<file path="src/rtl/fpfa_pkg.sv">
// ----------------------------------------------------------------------------
// fpfa_pkg
// Request/response types and codes for the fixed partition fit allocator.
// ----------------------------------------------------------------------------
package fpfa_pkg;

  localparam logic [1:0] REQ_ALLOC    = 2'd0;
  localparam logic [1:0] REQ_FREE     = 2'd1;
  localparam logic [1:0] REQ_SET_SIZE = 2'd2;

  localparam logic [1:0] FIT_FIRST = 2'd0;
  localparam logic [1:0] FIT_BEST  = 2'd1;
  localparam logic [1:0] FIT_WORST = 2'd2;

  localparam logic [19:0] FREE_TOTAL_MAX = 20'hFFFFF;
  localparam logic [4:0]  FREE_CNT_MAX   = 5'd31;

  typedef struct packed {
    logic [1:0]  req_type;
    logic [3:0]  block_index;
    logic [15:0] request_size;
    logic [15:0] owner_id;
  } req_t;

  typedef struct packed {
    logic        ok;
    logic [3:0]  chosen_index;
    logic [19:0] free_total_kb;
    logic [4:0]  free_count;
  } rsp_t;

endpackage

</file>
<file path="src/rtl/fpfa_ram.sv">
// ----------------------------------------------------------------------------
// fpfa_ram
// Simple dual-port RAM, one write and one registered read port.
// ----------------------------------------------------------------------------
module fpfa_ram #(
  parameter int WIDTH = 16,
  parameter int DEPTH = 16
) (
  input  logic                                  clk_i,
  input  logic                                  we_i,
  input  logic [(DEPTH > 1 ? $clog2(DEPTH) : 1)-1:0] waddr_i,
  input  logic [WIDTH-1:0]                      wdata_i,
  input  logic [(DEPTH > 1 ? $clog2(DEPTH) : 1)-1:0] raddr_i,
  output logic [WIDTH-1:0]                      rdata_o
);

  logic [WIDTH-1:0] mem_q [DEPTH];

  always_ff @(posedge clk_i) begin
    if (we_i) begin
      mem_q[waddr_i] <= wdata_i;
    end
    rdata_o <= mem_q[raddr_i];
  end

endmodule

</file>
<file path="src/rtl/fixed_partition_fit_allocator.sv">
// ----------------------------------------------------------------------------
// fixed_partition_fit_allocator
// Fixed partition allocator with first, best and worst fit placement.
// ----------------------------------------------------------------------------
// A request is taken when start is high and busy is low. Every request walks
// all NUM_BLOCKS partitions, one read of the size and owner memories per
// cycle, then passes a drain state and commits in a single commit state; busy
// stays high through the scan, drain and commit states. The result comes on
// rsp_o with done_o high for a single cycle. The receiver cannot stall; rsp_o
// keeps a result until the next commit, and only the strobe marks it. The
// free total and free count are running registers, so no clearing pass is
// needed after reset. fit_strategy may only be written while busy is low.
// ----------------------------------------------------------------------------
module fixed_partition_fit_allocator #(
  parameter int NUM_BLOCKS = 16
) (
  input  logic             clk_i,
  input  logic             rst_ni,
  input  logic             start,
  output logic             busy,
  input  fpfa_pkg::req_t   req_i,
  output logic             done_o,
  output fpfa_pkg::rsp_t   rsp_o,
  input  logic             cfg_we_i,
  input  logic [1:0]       cfg_wdata_i
);

  localparam int IW  = (NUM_BLOCKS > 1) ? $clog2(NUM_BLOCKS) : 1;
  localparam int CW0 = $clog2(NUM_BLOCKS + 1);
  localparam int CW  = (CW0 > 5) ? CW0 : 6;
  localparam int TW  = (16 + CW0 > 20) ? 16 + CW0 : 21;

  typedef enum logic [1:0] {ST_IDLE, ST_SCAN, ST_DRAIN, ST_COMMIT} state_e;

  state_e          state_q, state_d;
  fpfa_pkg::req_t  req_q, req_d;
  logic [1:0]      strat_q, strat_d;
  logic [IW-1:0]   rd_idx_q, rd_idx_d;
  logic            pend_q, pend_d;
  logic [IW-1:0]   pend_idx_q, pend_idx_d;
  logic            found_q, found_d;
  logic [IW-1:0]   pick_idx_q, pick_idx_d;
  logic [15:0]     pick_size_q, pick_size_d;
  logic [15:0]     old_size_q, old_size_d;
  logic [NUM_BLOCKS-1:0] used_q, used_d;
  logic [NUM_BLOCKS-1:0] sv_q, sv_d;
  logic [TW-1:0]   total_q, total_d;
  logic [CW-1:0]   count_q, count_d;
  logic            done_q, done_d;
  fpfa_pkg::rsp_t  rsp_q, rsp_d;

  logic            size_we, own_we;
  logic [IW-1:0]   size_waddr;
  logic [15:0]     size_rdata, own_rdata, esize;
  logic            bidx_ok, last_rd, cand, take;
  logic [IW-1:0]   bidx;

  fpfa_ram #(.WIDTH(16), .DEPTH(NUM_BLOCKS)) u_size_ram (
    .clk_i   (clk_i),
    .we_i    (size_we),
    .waddr_i (size_waddr),
    .wdata_i (req_q.request_size),
    .raddr_i (rd_idx_q),
    .rdata_o (size_rdata)
  );

  fpfa_ram #(.WIDTH(16), .DEPTH(NUM_BLOCKS)) u_owner_ram (
    .clk_i   (clk_i),
    .we_i    (own_we),
    .waddr_i (pick_idx_q),
    .wdata_i (req_q.owner_id),
    .raddr_i (rd_idx_q),
    .rdata_o (own_rdata)
  );

  assign busy    = (state_q != ST_IDLE);
  assign done_o  = done_q;
  assign rsp_o   = rsp_q;
  assign bidx    = IW'(req_q.block_index);
  assign bidx_ok = (32'(req_q.block_index) < NUM_BLOCKS);
  assign last_rd = (rd_idx_q == IW'(NUM_BLOCKS - 1));
  // never-written sizes read as zero
  assign esize   = sv_q[pend_idx_q] ? size_rdata : 16'd0;

  always_comb begin
    cand = 1'b0;
    take = 1'b0;
    case (req_q.req_type)
      fpfa_pkg::REQ_ALLOC: begin
        cand = !used_q[pend_idx_q] && (esize >= req_q.request_size);
        take = cand && (!found_q ||
               (strat_q == fpfa_pkg::FIT_BEST  && esize < pick_size_q) ||
               (strat_q == fpfa_pkg::FIT_WORST && esize > pick_size_q));
      end
      fpfa_pkg::REQ_FREE: begin
        take = used_q[pend_idx_q] && (own_rdata == req_q.owner_id) && !found_q;
      end
      default: begin
        take = 1'b0;
      end
    endcase
  end

  always_comb begin
    state_d     = state_q;
    req_d       = req_q;
    strat_d     = strat_q;
    rd_idx_d    = rd_idx_q;
    pend_d      = 1'b0;
    pend_idx_d  = pend_idx_q;
    found_d     = found_q;
    pick_idx_d  = pick_idx_q;
    pick_size_d = pick_size_q;
    old_size_d  = old_size_q;
    used_d      = used_q;
    sv_d        = sv_q;
    total_d     = total_q;
    count_d     = count_q;
    done_d      = 1'b0;
    rsp_d       = rsp_q;
    size_we     = 1'b0;
    own_we      = 1'b0;
    size_waddr  = bidx;

    if (cfg_we_i) begin
      strat_d = cfg_wdata_i;
    end

    if (pend_q) begin
      if (take) begin
        found_d     = 1'b1;
        pick_idx_d  = pend_idx_q;
        pick_size_d = esize;
      end
      if (pend_idx_q == bidx) begin
        old_size_d = esize;
      end
    end

    unique case (state_q)
      ST_IDLE: begin
        if (start) begin
          req_d    = req_i;
          rd_idx_d = '0;
          found_d  = 1'b0;
          state_d  = ST_SCAN;
        end
      end
      ST_SCAN: begin
        pend_d     = 1'b1;
        pend_idx_d = rd_idx_q;
        if (last_rd) begin
          state_d = ST_DRAIN;
        end else begin
          rd_idx_d = rd_idx_q + 1'b1;
        end
      end
      ST_DRAIN: begin
        state_d = ST_COMMIT;
      end
      ST_COMMIT: begin
        rsp_d.ok           = 1'b0;
        rsp_d.chosen_index = 4'd0;
        case (req_q.req_type)
          fpfa_pkg::REQ_ALLOC: begin
            if (found_q) begin
              used_d[pick_idx_q] = 1'b1;
              own_we             = 1'b1;
              total_d            = total_q - TW'(pick_size_q);
              count_d            = count_q - 1'b1;
              rsp_d.ok           = 1'b1;
              rsp_d.chosen_index = 4'(pick_idx_q);
            end
          end
          fpfa_pkg::REQ_FREE: begin
            if (found_q) begin
              used_d[pick_idx_q] = 1'b0;
              total_d            = total_q + TW'(pick_size_q);
              count_d            = count_q + 1'b1;
              rsp_d.ok           = 1'b1;
              rsp_d.chosen_index = 4'(pick_idx_q);
            end
          end
          fpfa_pkg::REQ_SET_SIZE: begin
            if (bidx_ok) begin
              size_we    = 1'b1;
              sv_d[bidx] = 1'b1;
              if (!used_q[bidx]) begin
                total_d = total_q - TW'(old_size_q) + TW'(req_q.request_size);
              end
              rsp_d.ok           = 1'b1;
              rsp_d.chosen_index = req_q.block_index;
            end
          end
          default: begin
          end
        endcase
        rsp_d.free_total_kb = (total_d > TW'(fpfa_pkg::FREE_TOTAL_MAX)) ?
                              fpfa_pkg::FREE_TOTAL_MAX : total_d[19:0];
        rsp_d.free_count    = (count_d > CW'(fpfa_pkg::FREE_CNT_MAX)) ?
                              fpfa_pkg::FREE_CNT_MAX : count_d[4:0];
        done_d  = 1'b1;
        state_d = ST_IDLE;
      end
      default: begin
        state_d = ST_IDLE;
      end
    endcase
  end

  always_ff @(posedge clk_i or negedge rst_ni) begin
    if (!rst_ni) begin
      state_q  <= ST_IDLE;
      strat_q  <= fpfa_pkg::FIT_FIRST;
      rd_idx_q <= '0;
      pend_q   <= 1'b0;
      found_q  <= 1'b0;
      used_q   <= '0;
      sv_q     <= '0;
      total_q  <= '0;
      count_q  <= CW'(NUM_BLOCKS);
      done_q   <= 1'b0;
    end else begin
      state_q  <= state_d;
      strat_q  <= strat_d;
      rd_idx_q <= rd_idx_d;
      pend_q   <= pend_d;
      found_q  <= found_d;
      used_q   <= used_d;
      sv_q     <= sv_d;
      total_q  <= total_d;
      count_q  <= count_d;
      done_q   <= done_d;
    end
  end

  always_ff @(posedge clk_i) begin
    req_q       <= req_d;
    pend_idx_q  <= pend_idx_d;
    pick_idx_q  <= pick_idx_d;
    pick_size_q <= pick_size_d;
    old_size_q  <= old_size_d;
    rsp_q       <= rsp_d;
  end

  a_count_matches_used: assert property (@(posedge clk_i) disable iff (!rst_ni)
    32'(count_q) == NUM_BLOCKS - $countones(used_q))
    else $error("free count out of step with allocated flags");

  a_done_after_commit: assert property (@(posedge clk_i) disable iff (!rst_ni)
    done_o |-> $past(state_q == ST_COMMIT))
    else $error("result strobe without a commit");

  a_accept_sets_busy: assert property (@(posedge clk_i) disable iff (!rst_ni)
    (start && !busy) |=> busy)
    else $error("accepted request did not raise busy");

  a_fail_zero_index: assert property (@(posedge clk_i) disable iff (!rst_ni)
    (done_o && !rsp_o.ok) |-> (rsp_o.chosen_index == 4'd0))
    else $error("failed request reports nonzero index");

  a_no_ram_write_in_scan: assert property (@(posedge clk_i) disable iff (!rst_ni)
    (size_we || own_we) |-> (state_q == ST_COMMIT))
    else $error("memory write outside commit");

endmodule
</file>
<file path="config.mk">
export PLATFORM = sky130hd
export DESIGN_NAME = fixed_partition_fit_allocator
export DESIGN_NICKNAME = d
export VERILOG_FILES = /design/src/rtl/fpfa_pkg.sv /design/src/rtl/fpfa_ram.sv /design/src/rtl/fixed_partition_fit_allocator.sv
export SDC_FILE = /design/constraint.sdc
export NUM_CORES = 1
export LEC_CHECK = 0
export ABC_AREA = 1
export BUFFER_PORTS_ARGS = -buffer_cell sky130_fd_sc_hd__clkbuf_2
export CAP_MARGIN = 0
export CORE_MARGIN = 5
export CORE_UTILIZATION = 63
export CTS_CLUSTER_DIAMETER = 200
export CTS_CLUSTER_SIZE = 25
export DETAILED_ROUTE_END_ITERATION = 10
export PLACE_DENSITY = 0.81
export SLEW_MARGIN = 10
export SYNTH_ARGS = -nofsm -noshare
export SYNTH_HDL_FRONTEND = slang
export SYNTH_SLANG_ARGS = --single-unit
</file>
<file path="constraint.sdc">
create_clock -name clk_i -period 5 [get_ports clk_i]
set_clock_uncertainty 0.05 [all_clocks]
set_input_delay 1.25 -clock clk_i [delete_from_list [all_inputs] [get_ports clk_i]]
set_output_delay 1.25 -clock clk_i [all_outputs]
set_load 0.02 [all_outputs]
</file>
==> results of run 1 <==
-- cell type report --
type | instances | area, um^2 | share of cell area, %
flip-flops and latches | 722 | 21020 | 59.29
multi-input cells | 2023 | 10710 | 30.22
inverters | 266 | 1011 | 2.852
clock buffers | 57 | 958.4 | 2.704
well taps | 688 | 860.8 | 2.428
repair buffers | 135 | 853.3 | 2.407
clock inverters | 3 | 33.78 | 0.09530
-- power by group through the flow --
stage | registers [mW] | logic, mW | clock network (mW)
detailed placement | 8.06 | 6.64 | 0
global route | 8.01 | 7.52 | 3.40
CTS | 7.92 | 6.68 | 3.17
global placement | 8.03 | 6.47 | 0
finish | 7.94 | 6.78 | 3.15
floorplan | 7.98 | 4.57 | 0
-- layer usage --
layer  wire length [um]  track usage [%]  vias up
met5                  0                0        -
met4               4614            14.14        0
met3               8458            4.375      262
met2              43250            51.17     1441
met1              34430            42.89    11580
li1                   -                -    11020
-- synth_stat cells, types with 47 or more instances --
cell / n
nor2_1: 323
o21ai_0: 279
dfrtp_1: 69
edfxtp_1: 620
clkbuf_1: 110
inv_1: 255
nand2_1: 658
nand3_1: 171
a21oi_1: 172
ha_1: 99
nand4_1: 56
o22ai_1: 47
-- final timing paths --
path	to	slack (ns)	cells past startpoint
max	pick_size_q[6]	0.52	19
min	sv_q[6]	0.42	2
max reg2reg	pick_size_q[6]	0.52	19
min reg2reg	sv_q[6]	0.42	2
max in group asynchronous	rd_idx_q[0]	3.37	2
min in group asynchronous	total_q[10]	0.55	1
-- cells in the final DEF (no fill, tap or decap), drive strengths merged, types with 13 or more instances in the layout --
cell type and n:
buf 61, fa 18, nand4 56, dfrtp 69
o22ai 47, nor2 330, nand3 172, o221ai 30
clkbuf 131, nand2 676, nor3 19, a221oi 36
xor2 13, o21ai 289, inv 263, or2 14
edfxtp 620, dfxtp 32, ha 99, a21oi 172
-- critical path: stages, from the launching register on --
cell and delay [ns]:
edfxtp_1 0.75, inv_1 0.32, o21ai_0 0.26, nand3_1 0.09, nand3_1 0.07, nand2_1 0.09
inv_1 0.43, nor2_1 0.20, ha_1 0.35, nand2_1 0.07, inv_1 0.05, nand3_1 0.08
nor3_1 0.32, nand3_1 0.13, nand3_1 0.11, nand3_1 0.14, nand2_1 0.10, nand2_1 0.06
inv_1 0.18, buf_4 0.31
-- cells by family (layout without fill, tap and decap cells) --
family,count (synthesis),after routing,synth area share [%]
AOI/OAI and AO/OA,607,607,10.41
xor gates and xnor gates,23,23,0.6072
adders and majority gates,117,117,4.820
buffers and inverters,399,461,4.643
DFF,722,722,63.34
muxes,1,1,0.03394
and+or+nand+nor,1275,1275,16.15
-- flip-flops by register name (all words and copies together), names as in the netlist, 2 cells and up, named ones only --
register,flops
u_owner_ram.mem_q,256
bidx,4
rd_idx_q,4
sv_q,16
rsp_o,30
state_q,2
pend_idx_q,4
total_q,21
u_size_ram.mem_q,256
u_size_ram.rdata_o,16
old_size_q,16
pick_idx_q,4
strat_q,2
u_owner_ram.rdata_o,16
count_q,6
req_q,34
pick_size_q,16
-- metrics by stage --
step / setup slack (ns) / cells / hold WS [ns] / utilization [%] / power [mW]
2_1_floorplan: 1.487 / 3144 / 0.3731 / - / 12.55
3_3_place_gp: 0.8083 / 3834 / 0.3994 / 65.83 / 14.50
3_5_place_dp: 0.6988 / 3834 / 0.3959 / 65.83 / 14.69
4_1_cts: 0.6716 / 3894 / 0.4171 / 67.73 / 17.78
5_1_grt: 0.2229 / 3894 / 0.4491 / 67.73 / 18.93
6_report: 0.5198 / 3894 / 0.4171 / 67.73 / 17.88
==> metrics, run 1 <==
final setup fails=0; crit end category=register; clock sink count=722; RR Startpoint=pend_idx_q[0]; clk slew on worst S/H paths=about 0.090 ns; Routed Wire Length=slightly above 90000 um; startpoint types=register; cts repair resizes=0; final RePlAce weighted congestion=0.9967; mapped cell area=between 30000 and 40000 um^2; crit path DAT=4.71 ns; Layout Nets=3343; DP Area=between 30000 and 40000 um^2; PwrDens=504.4 nW/um^2; Clock Path Buffers=3; die area=~57000 um^2; Hold WC Path Type=reg2reg; max_cap viols=0; first-pass GRT wire length=137200 um; crit-path max FO=23; Port Buffers=75; Slew @ Worst Pin=1.309 ns; largest net degree at the start of global routing=150; post-synth top area share=a little under three fifths; Final Hold Viols=0; final instance area=35450 um^2; FFs w/ async S/R, synth=under 10%; Reg power frac=44.4%; Int Pwr=about 11 mW; routed len/inst=23.31 um; Starting Density=63.38%; combinational share of power=between 30% and 40%; NetSw=7.106 mW; die width=roughly 240 um; status=completed; DR vias=24300; CTS Hold Bufs=0; min cycle time layout=roughly 4.5 ns; Syn Nets=3305; Critical Path RT=5.23 ns; CTS tree=done; Antenna Cells=0; Clock power frac=17.6%; P_leak=13.83 nW; largest area contributor in the netlist=edfxtp_1; Via-to-Cell Ratio=between 6 and 7; vias in the first global route=23640; Seq cells post-synth=722; final max-slew violation count=0; maximum VDD drop=0.0004359 V; TritonCTS Buffers=34; Slew HR=between 10% and 20%; clock latency on the worst-skew pair=0.61 ns; Area contributors post-synth=edfxtp_1 (56%), nand2_1 (7.4%), dfrtp_1 (5.2%), o21ai_0 (4.2%), ha_1 (3.7%); RSZ-0062 raised after global routing=no; Core Area=between 50000 and 60000 um^2; top_reg_cell synth=edfxtp_1; CP startpoint=pend_idx_q[0]; Avg Inst Size Synth=10.55 um^2; post-synthesis cell type count=52; sequential-to-total area share from yosys stat=~63%; fmax=223.2 MHz; layout cell share with drive strength beyond 1=8.297%; root buffer cell=clkbuf_16; Final HPWL DP=around 59000 um; post-route ant nets=0; fin crit share=between 80 and 90%; DIE HEIGHT=239.5 um; H-tree depth=2; I/O pin count=76; Post-synth EDFFs=620; Pre-antenna DRT Iters=6; gate count of the mapped netlist=3144; switching share of power=just under 40%; initial antenna violation count=0; Setup Fix Bufs, Post-CTS=0; gr usage total=between 30% and 40%; drt drc=0; total congestion overflow=0; area grow syn2layout=6.857%; CP Class=reg2reg; Ys Warns=0; Final TNS setup=0 ns; fillers=3813; FP Rows=84; Detailed Route Iter0 Violations=2903; hold wc startpoint=sv_q[6]
(Power assumes the default switching activity.)
==> run 2, diff against run 1 <==
==> constraint.sdc (replaced) <==
create_clock -name clk_i -period 5 [get_ports clk_i]
set_clock_uncertainty 0.05 [all_clocks]
set_input_delay 1 -clock clk_i [delete_from_list [all_inputs] [get_ports clk_i]]
set_output_delay 1 -clock clk_i [all_outputs]
set_load 0.02 [all_outputs]
==> metrics, run 2 (same netlist as run 1, synthesis figures left out) <==
clock sink count=722; fin crit share=90.43%; area grow syn2layout=6.879%; clk slew on worst S/H paths=0.12 ns; Final HPWL DP=around 60000 um; layout cell share with drive strength beyond 1=about 8.3%; maximum VDD drop=~0.00033 V; Finished Core Util=67.74%; DP Area=approximately 34000 um^2; clock latency on the worst-skew pair=0.61 ns; Placed Cells=3834; Pre-antenna DRT Iters=5; Starting Density=63.38%; met3 routed WL=8121 um; setup ws final=0.4784 ns; DIE HEIGHT=239.5 um; FP Rows=84; Clock Path Buffers=3; commonest non-fill, non-tap cell in the layout=nand2_1; routed len/inst=23.48 um; crit end category=register; cts repair resizes=0; initial antenna violation count=1; min cycle time layout=4.522 ns; startpoint types=register; total congestion overflow=0; largest net degree at the start of global routing=150; crit path DAT=between 4 and 5 ns; root buffer cell=clkbuf_16; largest registers=u_owner_ram.mem_q: 256 flops, u_size_ram.mem_q: 256 flops, req_q: 34 flops; Antenna Cells=0; P_leak=13.83 nW; final instance area=35460 um^2; Setup Fix Bufs, Post-CTS=0; highest metal used=met5; fmax=approximately 220 MHz; non-filler cells, final=3896; Critical Path RT=5.22 ns; Slew HR=9.677%; commonest cells after routing, fill and taps aside=nand2_1 (658), edfxtp_1 (620), nor2_1 (290), o21ai_0 (279), inv_1 (252); Final TNS setup=0 ns; total power=about 18 mW; Hold WS=0.2386 ns; PwrDens=505.9 nW/um^2; crit-path leading delay family=simple AND/OR/NAND/NOR gates; Via-to-Cell Ratio=between 6 and 7; CTS tree=done; DR vias=24430; post-route ant nets=0; die width=239.5 um; die area=57350 um^2; TritonCTS Buffers=34; Hold WC Path Type=in2async; final max-slew violation count=0; final setup fails=0; Slew @ Worst Pin=1.353 ns; Layout Nets=3343; status=completed; CP most frequent cell=nand3_1; CP Buf/Inv Count=5; Final Hold Viols=0; Core Area=~52000 um^2; first-pass GRT wire length=between 100000 and 150000 um; Detailed Route Iter0 Violations=between 3000 and 4000; final RePlAce weighted congestion=0.9986; I/O pin count=76; drt drc=0; CTS Hold Bufs=0; met1 wire length=34570 um; met2 WL=~44000 um; CP max stage delay=0.78 ns; max_cap viols=0; Port Buffers=75; Place WS=around 0.56 ns; CP max-delay cell=edfxtp_1; vias in the first global route=roughly 24000; H-tree depth=2; gr usage total=31.39%; crit-path max FO=23; worst path cell trace=inv_1 -> o21ai_0 -> nand3_1 -> nand3_1 -> nand2_1 -> inv_1 -> nor2_1 -> ha_1 -> nand2_1 -> inv_1 -> nand3_1 -> nor3_1 -> nand3_1 -> nand3_1 -> nand3_1 -> nand2_1 -> nand2_1 -> inv_1 -> buf_4; Routed Wire Length=91470 um; RSZ-0062 raised after global routing=no; CP Class=reg2reg
run 2: cell count changes in the layout (fill, tap and decap cells not counted), sizes merged:
cell / change
clkbuf: +2
run 2: report_power, final:
part	switching (mW)	internal, mW	total [mW]
clock network	1.82	1.35	3.17
registers	0.577	7.37	7.95
logic	4.76	2.06	6.82
total	7.16	10.8	17.9
run 2: layer usage:
metal / track usage, % / vias up
li1: - / 11010
met1: 41.85 / 11770
met2: 51.70 / 1350
met3: 4.882 / 290
met4: 14.16 / 2
met5: 0 / -
run 2: cell type report:
class,count,area (um^2)
timing repair buffer,135,853.3
fill,3844,16880
multi-input combinational,2023,10710
clock inverter,3,33.78
tap,688,860.8
clock buffer,59,965.9
sequential,722,21020
inverter,266,1011
run 2: worst paths after layout:
path | from | to | slack, ns | cells past startpoint
worst min-delay path | rst_ni | total_q[10] | 0.24 | 1
min in group clk_i | sv_q[2] | sv_q[2] | 0.41 | 2
worst max register to register | pend_idx_q[0] | pick_size_q[11] | 0.48 | 19
worst min register to register | sv_q[2] | sv_q[2] | 0.41 | 2
max in group asynchronous | rst_ni | rd_idx_q[0] | 3.64 | 2
worst max-delay path | pend_idx_q[0] | pick_size_q[11] | 0.48 | 19
